--- src/cbt_pkg.sv ---
package cbt_pkg;

   // coordinate format, signed q16.16 at the default width
   localparam int COORD_WIDTH = 32;
   // curve parameter t, unsigned q0.16 with room for 1.0
   localparam int T_W = 17;
   localparam logic [T_W-1:0] T_ONE = 17'h10000;
   localparam logic [T_W-1:0] STEP_MIN = 17'd1040;
   localparam logic [T_W-1:0] STEP_RESET = 17'd4096;
   // weights carry WGT_FRAC fraction bits, dropped from the exact q0.48 form
   localparam int WGT_FRAC = 60 - COORD_WIDTH;
   localparam int WGT_DROP = 48 - WGT_FRAC;
   localparam int WGT_W = WGT_FRAC + 1;
   localparam int SQ_W = 2 * T_W;
   localparam int CUBE_W = 3 * T_W + 1;
   localparam int PROD_W = WGT_W + 1 + COORD_WIDTH;
   localparam int PAIR_W = PROD_W + 1;
   localparam int ACC_W = 64;
   localparam int Q_W = ACC_W + 1 - WGT_FRAC;
   localparam int SEG_POINTS = 4;
   localparam int IDX_W = 2;
   localparam int CNT_W = 3;
   localparam int AXES = 3;

   typedef enum logic [2:0] {
      ST_IDLE,
      ST_WGT1,
      ST_WGT2,
      ST_PROD,
      ST_SUM1,
      ST_SUM2,
      ST_PUSH
   } state_type;

   typedef struct packed {
      logic accept;
      logic wgt1;
      logic wgt2;
      logic prod;
      logic sum1;
      logic sum2;
      logic push;
   } cmd_type;

   typedef struct packed {
      logic seg_close;
      logic is_last;
   } status_type;

endpackage

--- src/cbt_ctrl.sv ---
module cbt_ctrl (
   input  logic               clock,
   input  logic               reset,
   input  logic               req_valid,
   output logic               req_ready,
   output logic               rsp_valid,
   input  logic               rsp_ready,
   input  cbt_pkg::status_type status,
   output cbt_pkg::cmd_type    cmd
);
   import cbt_pkg::*;

   state_type state_ff, state_in;
   logic rsp_valid_ff, rsp_valid_in;
   logic out_free;

   assign out_free  = !rsp_valid_ff || rsp_ready;
   assign req_ready = (state_ff == ST_IDLE);
   assign rsp_valid = rsp_valid_ff;

   always_ff @(posedge clock) begin
      if (reset) begin
         state_ff     <= ST_IDLE;
         rsp_valid_ff <= 1'b0;
      end else begin
         state_ff     <= state_in;
         rsp_valid_ff <= rsp_valid_in;
      end
   end

   always_comb begin
      state_in = state_ff;
      cmd      = '0;
      unique case (state_ff)
         ST_IDLE: begin
            cmd.accept = req_valid;
            if (req_valid && status.seg_close) state_in = ST_WGT1;
         end
         ST_WGT1: begin
            cmd.wgt1 = 1'b1;
            state_in = ST_WGT2;
         end
         ST_WGT2: begin
            cmd.wgt2 = 1'b1;
            state_in = ST_PROD;
         end
         ST_PROD: begin
            cmd.prod = 1'b1;
            state_in = ST_SUM1;
         end
         ST_SUM1: begin
            cmd.sum1 = 1'b1;
            state_in = ST_SUM2;
         end
         ST_SUM2: begin
            cmd.sum2 = 1'b1;
            state_in = ST_PUSH;
         end
         ST_PUSH: begin
            if (out_free) begin
               cmd.push = 1'b1;
               state_in = status.is_last ? ST_IDLE : ST_WGT1;
            end
         end
         default: state_in = ST_IDLE;
      endcase
      if (cmd.push) rsp_valid_in = 1'b1;
      else if (rsp_ready) rsp_valid_in = 1'b0;
      else rsp_valid_in = rsp_valid_ff;
   end

   a_push_waits: assert property (@(posedge clock) disable iff (reset)
      (state_ff == ST_PUSH && !out_free) |=> (state_ff == ST_PUSH))
      else $error("sample left push state while output word was blocked");

   a_close_starts: assert property (@(posedge clock) disable iff (reset)
      (cmd.accept && status.seg_close) |=> (state_ff == ST_WGT1))
      else $error("closing point did not start sampling");

   a_push_fills: assert property (@(posedge clock) disable iff (reset)
      cmd.push |=> rsp_valid_ff)
      else $error("pushed sample not presented");

   a_reset_empty: assert property (@(posedge clock)
      reset |=> (!rsp_valid_ff && state_ff == ST_IDLE))
      else $error("control not cleared by reset");

endmodule

--- config.mk ---
export PLATFORM = sky130hd
export DESIGN_NAME = cbt_ctrl
export DESIGN_NICKNAME = d
export VERILOG_FILES = /design/src/cbt_pkg.sv /design/src/cbt_ctrl.sv
export SDC_FILE = /design/constraint.sdc
export NUM_CORES = 1
export LEC_CHECK = 0
export ABC_CLOCK_PERIOD_IN_PS = 1800
export BUFFER_PORTS_ARGS = -buffer_cell sky130_fd_sc_hd__buf_2
export CORE_AREA = 2 2 39 41
export DETAILED_ROUTE_END_ITERATION = 10
export DIE_AREA = 0 0 41 43
export GPL_ROUTABILITY_DRIVEN = 0
export PLACE_DENSITY_LB_ADDON = 0.1
export SLEW_MARGIN = 20
export SYNTH_ARGS = -nofsm -noshare
export SYNTH_HDL_FRONTEND = slang
export SYNTH_SLANG_ARGS = --single-unit
--- constraint.sdc ---
create_clock -name clock -period 1.8 [get_ports clock]
set_input_delay 0.36 -clock clock [delete_from_list [all_inputs] [get_ports clock]]
set_output_delay 0.36 -clock clock [all_outputs]
set_load 0.1 [all_outputs]
==> impl_summary.md, run 1 <==
Timing
Setup violations remaining at the end of the flow were counted as 0. The final number of max-transition violations came to 0. At the pin with the least slew margin, the transition time is 487 ps.

For the final routed database, the setup TNS stands at 0 ps. Timing would allow up to 0.593 GHz. The final critical delay including setup and external delays is 1690 ps.

The headroom to the max-slew limit is 0.677. The number of hold-slack violations in the final timing report came to 0. Setup repair after global routing left no endpoint under its margin.

In the finished design, the share of the clock period the worst path needs comes to 0.937. Across the routed clock network, the largest skew measured is 3.45 ps.

Global routing
The first-pass GRT wire length is 986 µm. The sum of overflow across all layers after global routing is 0. Entering global routing, the biggest net connects 10 pins.

The global-route usage over all layers is 0.0844. The number of antenna violations at the first check in global routing is 0. The number of global-route vias before repair is 254.

Worst setup path
Among all stages on the critical path, the largest delay is contributed by sky130_fd_sc_hd__dfxtp_1. The worst-path maximum fanout is 7. The critical path contains buffers and inverters numbering 2 combined. The startpoint kind of the worst setup timing path is a flip-flop.

Traced cell by cell, the critical path runs through inv_2 > nor3_2 > buf_12. STA classifies the critical path endpoint as an output port. The worst setup path is of the reg2out kind. Among cell families on the critical path, the largest total delay comes from flip-flops. The required time at the endpoint of the critical path is 1440 ps. The delay contributed by the slowest stage of the critical path is 530 ps. At the worst endpoint, the arrival time is 1330 ps.

The startpoint identified for the worst register-to-register timing path is state_ff[1]$_SDFFE_PP0P_. The critical path starts at state_ff[0]$_SDFFE_PP0P_.

Logic synthesis
Of the synthesized area, sequential elements account for 0.320. The post-synthesis instance area is 250 µm². sky130_fd_sc_hd__dfxtp_1 takes more of the synthesized area than any other cell. The share of synthesized cell area in full adder, half adder and majority cells is 0. The async set-or-reset flop fraction in the synthesized netlist is 0. For this run, the number of Yosys warnings is 0. When the netlist entered floorplanning its net count stood at 39. The synthesized area per cell is 7.58 µm². The post-synthesis cell count is 33. The netlist uses 20 different library cells. The mux cell area share after synthesis is 0. The most common flop cell mapped by yosys is sky130_fd_sc_hd__dfxtp_1. The post-synthesis share of cell area spent on xor and xnor gates is 0. Ranked by total cell area, the synthesized netlist is headed by sky130_fd_sc_hd__dfxtp_1 32%, sky130_fd_sc_hd__a21oi_1 8.0%, sky130_fd_sc_hd__nor3_1 6.0%. Yosys mapped a number of flops with a built-in enable equal to 0. The share of synthesized area in the top cell type comes to 0.320. By count the netlist is led by 4 x sky130_fd_sc_hd__a21oi_1, 4 x sky130_fd_sc_hd__dfxtp_1, 3 x sky130_fd_sc_hd__nor3_1. The register bit total from synthesis is 4. The area fraction in compound gates after synthesis is 0.160. Of the total synthesized cell area, the portion taken by AND, OR, NAND and NOR gates is 0.380. After synthesis, the largest family of logic cells by area is simple AND/OR/NAND/NOR gates.

Drt
The number of design-rule violations left by the first detailed-router iteration is 1. Summed over all nets, wire length on met3 after detailed routing comes to 44 µm. The routed length per instance is 10.6 µm. The first detailed-routing pass ran for 2 iterations. The via count is 266. The detailed router put a total of 291 µm of wire on met1.

The highest layer touched by signal routing is met3. The count of nets left with antenna violations once routing finished came out at 0. The routed design uses 328 µm of met2 wire.

The final wirelength is 665 µm. The DRC violations left is 0. In the routed layout, each cell is associated on average with a via count of 4.22.

Final layout
The number of fill cells is 144. After the last flow step, the layout net total stands at 55. In the final layout, the share of cells above drive strength 1 is 0.638. Compared with the post-synthesis result, the final layout area differs by 89.5%. The diode insertion count for antenna repair is 0. The fraction of the core area covered by cells at the end of the flow is 0.343. Leaving out filler cells and counting taps, the final layout contains 63.

Placed design
After legalization and detailed placement, the total HPWL measured 557 µm. The placed cell count is 60. The number of input and output port buffers inserted is 14.

Clock tree
The number of sinks driven by the clock tree is 4. TritonCTS built the clock tree. Clock tree synthesis selected as its root buffer the cell sky130_fd_sc_hd__clkbuf_4. The register clock-pin slew on the reported worst setup and hold paths is 40 ps.

For the worst-skew pair, the clock arrives at the later sink with an insertion delay of 230 ps. The number of buffers created by CTS is 3. The clock passes through at most 2 buffers. The total number of H-tree levels is 1.

Floorplanning
In this run the horizontal extent of the chip is 41 µm. The y dimension of the die is 43 µm. The die outline area is 1760 µm². Row generation in the floorplan step produced 14 rows. The total area inside the core boundary comes to 1380 µm².

The effective utilization at floorplan is 0.181. During I/O placement, the number of pins put on the boundary was 15.

Hold path
The worst hold path belongs to the class in2reg. In this run the most critical hold path is launched from reset.

Power and ir drop
The completed layout was analyzed and its total power is 0.373 mW. The leakage component of the power is 0.190 nW. The power per unit of standard cell area is 786 nW/µm². The maximum VDD drop is 0.202 mV.

Run
Max-cap violations in this run came to 0.

Status
The run finished with clean final reports.
worst reg2reg max path, stage by stage (launching register included):
cell and delay (ps):
sky130_fd_sc_hd__dfxtp_2 450, sky130_fd_sc_hd__nor2b_2 230, sky130_fd_sc_hd__o21ai_1 80, sky130_fd_sc_hd__a21oi_1 140
repair_timing:
action                                  in CTS  in global routing
buffers inserted                             0                  0
endpoints found under the setup margin       2                  1
gates resized for setup                      1                  1
hold buffers                                 0                  0
final timing paths:
path | to | slack (ps) | cells past startpoint
max reg2reg | state_ff[1]$_SDFFE_PP0P_ | 820 | 3
min reg2reg | rsp_valid$_SDFFE_PP0P_ | 530 | 2
min | state_ff[1]$_SDFFE_PP0P_ | 340 | 2
max | cmd[5] | 110 | 3
per-stage QoR:
step / hold slack [ps] / area, µm² / setup slack (ps)
after floorplan: 422 / 278 / -348
after global placement: 524 / 449 / 243
after detailed placement: 528 / 449 / 232
after CTS: 322 / 473 / 44.2
after global routing: 330 / 474 / 46.4
final: 341 / 474 / 114
power by group:
part | internal [mW] | switching, mW
registers | 0.0943 | 0.0137
clock network | 0.0743 | 0.0321
logic | 0.0518 | 0.106
final cells by class:
cell class / count / area [µm²] / area share
Clock buffer: 3 / 22.5 / 0.0475
Sequential cell: 4 / 83.8 / 0.177
Tap cell: 16 / 20.0 / 0.0422
Inverter: 3 / 11.3 / 0.0237
Timing Repair Buffer: 14 / 175 / 0.369
Multi-Input combinational cell: 23 / 161 / 0.340
layer usage:
| layer | vias up | global-route usage |
|---|---|---|
| li1 | 139 | - |
| met1 | 118 | 0.106 |
| met2 | 9 | 0.106 |
| met3 | 0 | 0.0576 |
| met4 | 0 | 0.0400 |
| met5 | - | 0 |
flip-flops by register name, indices dropped and copies added (netlist names):
| signal | cells |
|---|---|
| rsp_valid | 1 |
| state_ff | 3 |
cells by family after synthesis:
logic type | Yosys count
buffers and inverters | 6
AOI/OAI and AO/OA | 7
DFF | 4
and+or+nand+nor | 16
cells in the final DEF (no fill, tap or decap), drive strengths merged:
cell | netlist | layout
a21oi | 4 | 4
nand2b | 2 | 2
nor2b | 2 | 2
dfxtp | 4 | 4
nor4 | 1 | 1
o21ai | 1 | 1
nor3 | 4 | 4
nor2 | 1 | 1
and2 | 2 | 2
nand2 | 3 | 3
inv | 3 | 3
buf | 3 | 14
a211oi | 2 | 2
clkbuf | 0 | 3
and3 | 1 | 1
No activity file was read; power rests on OpenSTA's default activity.
==> run 2: changes to the inputs <==
- MAX_ROUTING_LAYER: default -> met4
==> impl_summary.md, run 2 (same netlist as run 1, synthesis figures left out) <==
Worst setup path
The critical path capture point type is an output port. Among all stages on the critical path, the largest delay is contributed by sky130_fd_sc_hd__dfxtp_1. The number of buffer and inverter instances along the worst setup path is 2.

For the worst setup path, the data required time is 1440 ps. The top cell family by delay on the critical path is flip-flops. By startpoint and endpoint, the worst setup path is classified as reg2out. STA puts the critical path data arrival time at 1330 ps. Along the worst path, the maximum fanout reaches 7.

The worst setup path is launched from a flip-flop. The critical path goes through inv_2 > nor3_2 > buf_12. The largest single stage delay on the critical path is 530 ps.

Clock tree
The tree is rooted in a sky130_fd_sc_hd__clkbuf_4. The longest clock path from root to sink contains 2 buffers. The number of sinks driven by the clock tree is 4.

TritonCTS built the clock tree. The post-CTS setup repair buffer count is 0. The number of buffers created by CTS is 3.

CTS built an H-tree with a depth of 1. The clock insertion delay at the later pin of the skew report is 230 ps. Clock-pin slew was measured on the worst setup and hold paths at 40 ps.

Global routing
The first-pass GRT wire length is 986 µm. The number of antenna violations at the first check in global routing is 0. The global-route usage over all layers is 0.0865.

The number of global-route vias before repair was 254. The largest net degree at the start of global routing is 10. Summed over all layers, the global routing overflow is 0.

Floorplanning
Measured along the y axis, the die boundary spans 43 µm. The floorplan row count is 14. Measured along the x axis, the die boundary spans 41 µm. The initial utilization of the core area, before any placement, comes to 0.181. The core outline area is 1380 µm².

The die outline area is 1760 µm². The top-level I/O count is 15.

Final layout
The finished layout holds 63 standard cells, fillers aside. The combined area of the multi-input logic cells is 161 µm². The post-synthesis to final-layout area growth is 89.5%.

The repair_antennas step left the layout with diodes totalling 0. In the final layout, the share of cells above drive strength 1 is 0.638. The number of flip-flops in the largest register is 3.

The final net count is 55. Leaving out fill and tap cells, the most frequent cells in the layout are 7 x sky130_fd_sc_hd__buf_2, 7 x sky130_fd_sc_hd__buf_12, 4 x sky130_fd_sc_hd__a21oi_1. The area taken by flip-flops and latches is 83.8 µm².

Ranked by flip-flop count, first place goes to state_ff. The number of fill cells is 144.

Power and ir drop
The final total power is 0.373 mW. The maximum VDD drop is 0.202 mV. Summed over all cells, the static leakage comes to 0.190 nW. Power spread over the standard cell area amounts to 786 nW/µm².

Drt
The routed length per instance is 10.6 µm. The first detailed-routing pass took 2 iterations. For this block, the initial DRC count from the detailed router was 1. The remaining antenna violation count after routing is 0. The routed via count divided by cell count is 4.22. The DRC violations left is 0. Detailed routing inserted a total of 266 vias. The final wirelength is 665 µm.

Timing
Setup repair after global routing left no endpoint under its margin. The worst path in the final design needs a cycle of 1690 ps, including I/O delays and setup. The final number of max-transition violations is 0. Setup violations remaining at the end of the flow were counted as 0. The share of the cycle needed by the critical path after routing is 0.937.

The number of hold-slack violations in the final timing report came to 0. The worst-case clock skew is 3.45 ps. The headroom to the max-slew limit is 0.677. The achievable clock frequency is 0.593 GHz. The slew at the pin closest to its max-slew limit is 487 ps.

Run
The total of max-cap violations is 0.

Placed design
The count of buffers added on input and output ports is 14. The number of placed instances, taps included, is 60. The wire-length estimate of the detail-placed layout is 557 µm.

Status
The flow ran to the end, and the final reports show no timing, DRC or antenna violations.

Hold path
The worst hold path belongs to the class in2reg.
## run 2: cell counts in the layout (fill, tap and decap cells not counted)
Identical to the previous run, type by type.
## run 2: repair_timing
item | 4_1_cts | 5_1_grt
hold buffers | 0 | 0
gates resized for setup | 1 | 1
endpoints found under the setup margin | 2 | 1
hold endpoints to repair | 0 | 0
pin swaps | 0 | 0
## run 2: final cells by class
type | instances | area share
Timing Repair Buffer | 14 | 0.369
Tap cell | 16 | 0.0422
Sequential cell | 4 | 0.177
Multi-Input combinational cell | 23 | 0.340
Clock buffer | 3 | 0.0475
Inverter | 3 | 0.0237
## run 2: worst paths after layout
kind | slack, ps | startpoint | end | cells after the start
max | 110 | state_ff[0]$_SDFFE_PP0P_ | cmd[5] | 3
min | 340 | reset | state_ff[1]$_SDFFE_PP0P_ | 2
min reg2reg | 530 | rsp_valid$_SDFFE_PP0P_ | rsp_valid$_SDFFE_PP0P_ | 2
max reg2reg | 820 | state_ff[1]$_SDFFE_PP0P_ | state_ff[1]$_SDFFE_PP0P_ | 3
## run 2: power breakdown
group          switching [mW]  total, mW  internal, mW
clock network          0.0321      0.106        0.0743
registers              0.0137      0.108        0.0943
logic                   0.106      0.158        0.0518
## run 2: stage by stage
step | cell area (µm²) | setup WS, ps | utilization | setup TNS (ps) | hold WS, ps
after detailed placement | 449 | 232 | 0.325 | 0 | 528
after CTS | 473 | 44.2 | 0.342 | 0 | 322
final | 474 | 114 | 0.343 | 0 | 341
after global placement | 449 | 243 | 0.325 | 0 | 524
after floorplan | 278 | -348 | - | -1310 | 422
after global routing | 474 | 46.4 | 0.343 | 0 | 330
## run 2: routing by layer
metal	vias up	wire, µm	track usage	part of all wire
met5	-	0	-	0
li1	139	-	-	-
met4	0	0	0.0400	0
met1	118	297	0.110	0.45
met3	0	38	0.0524	0.057
met2	9	328	0.106	0.49
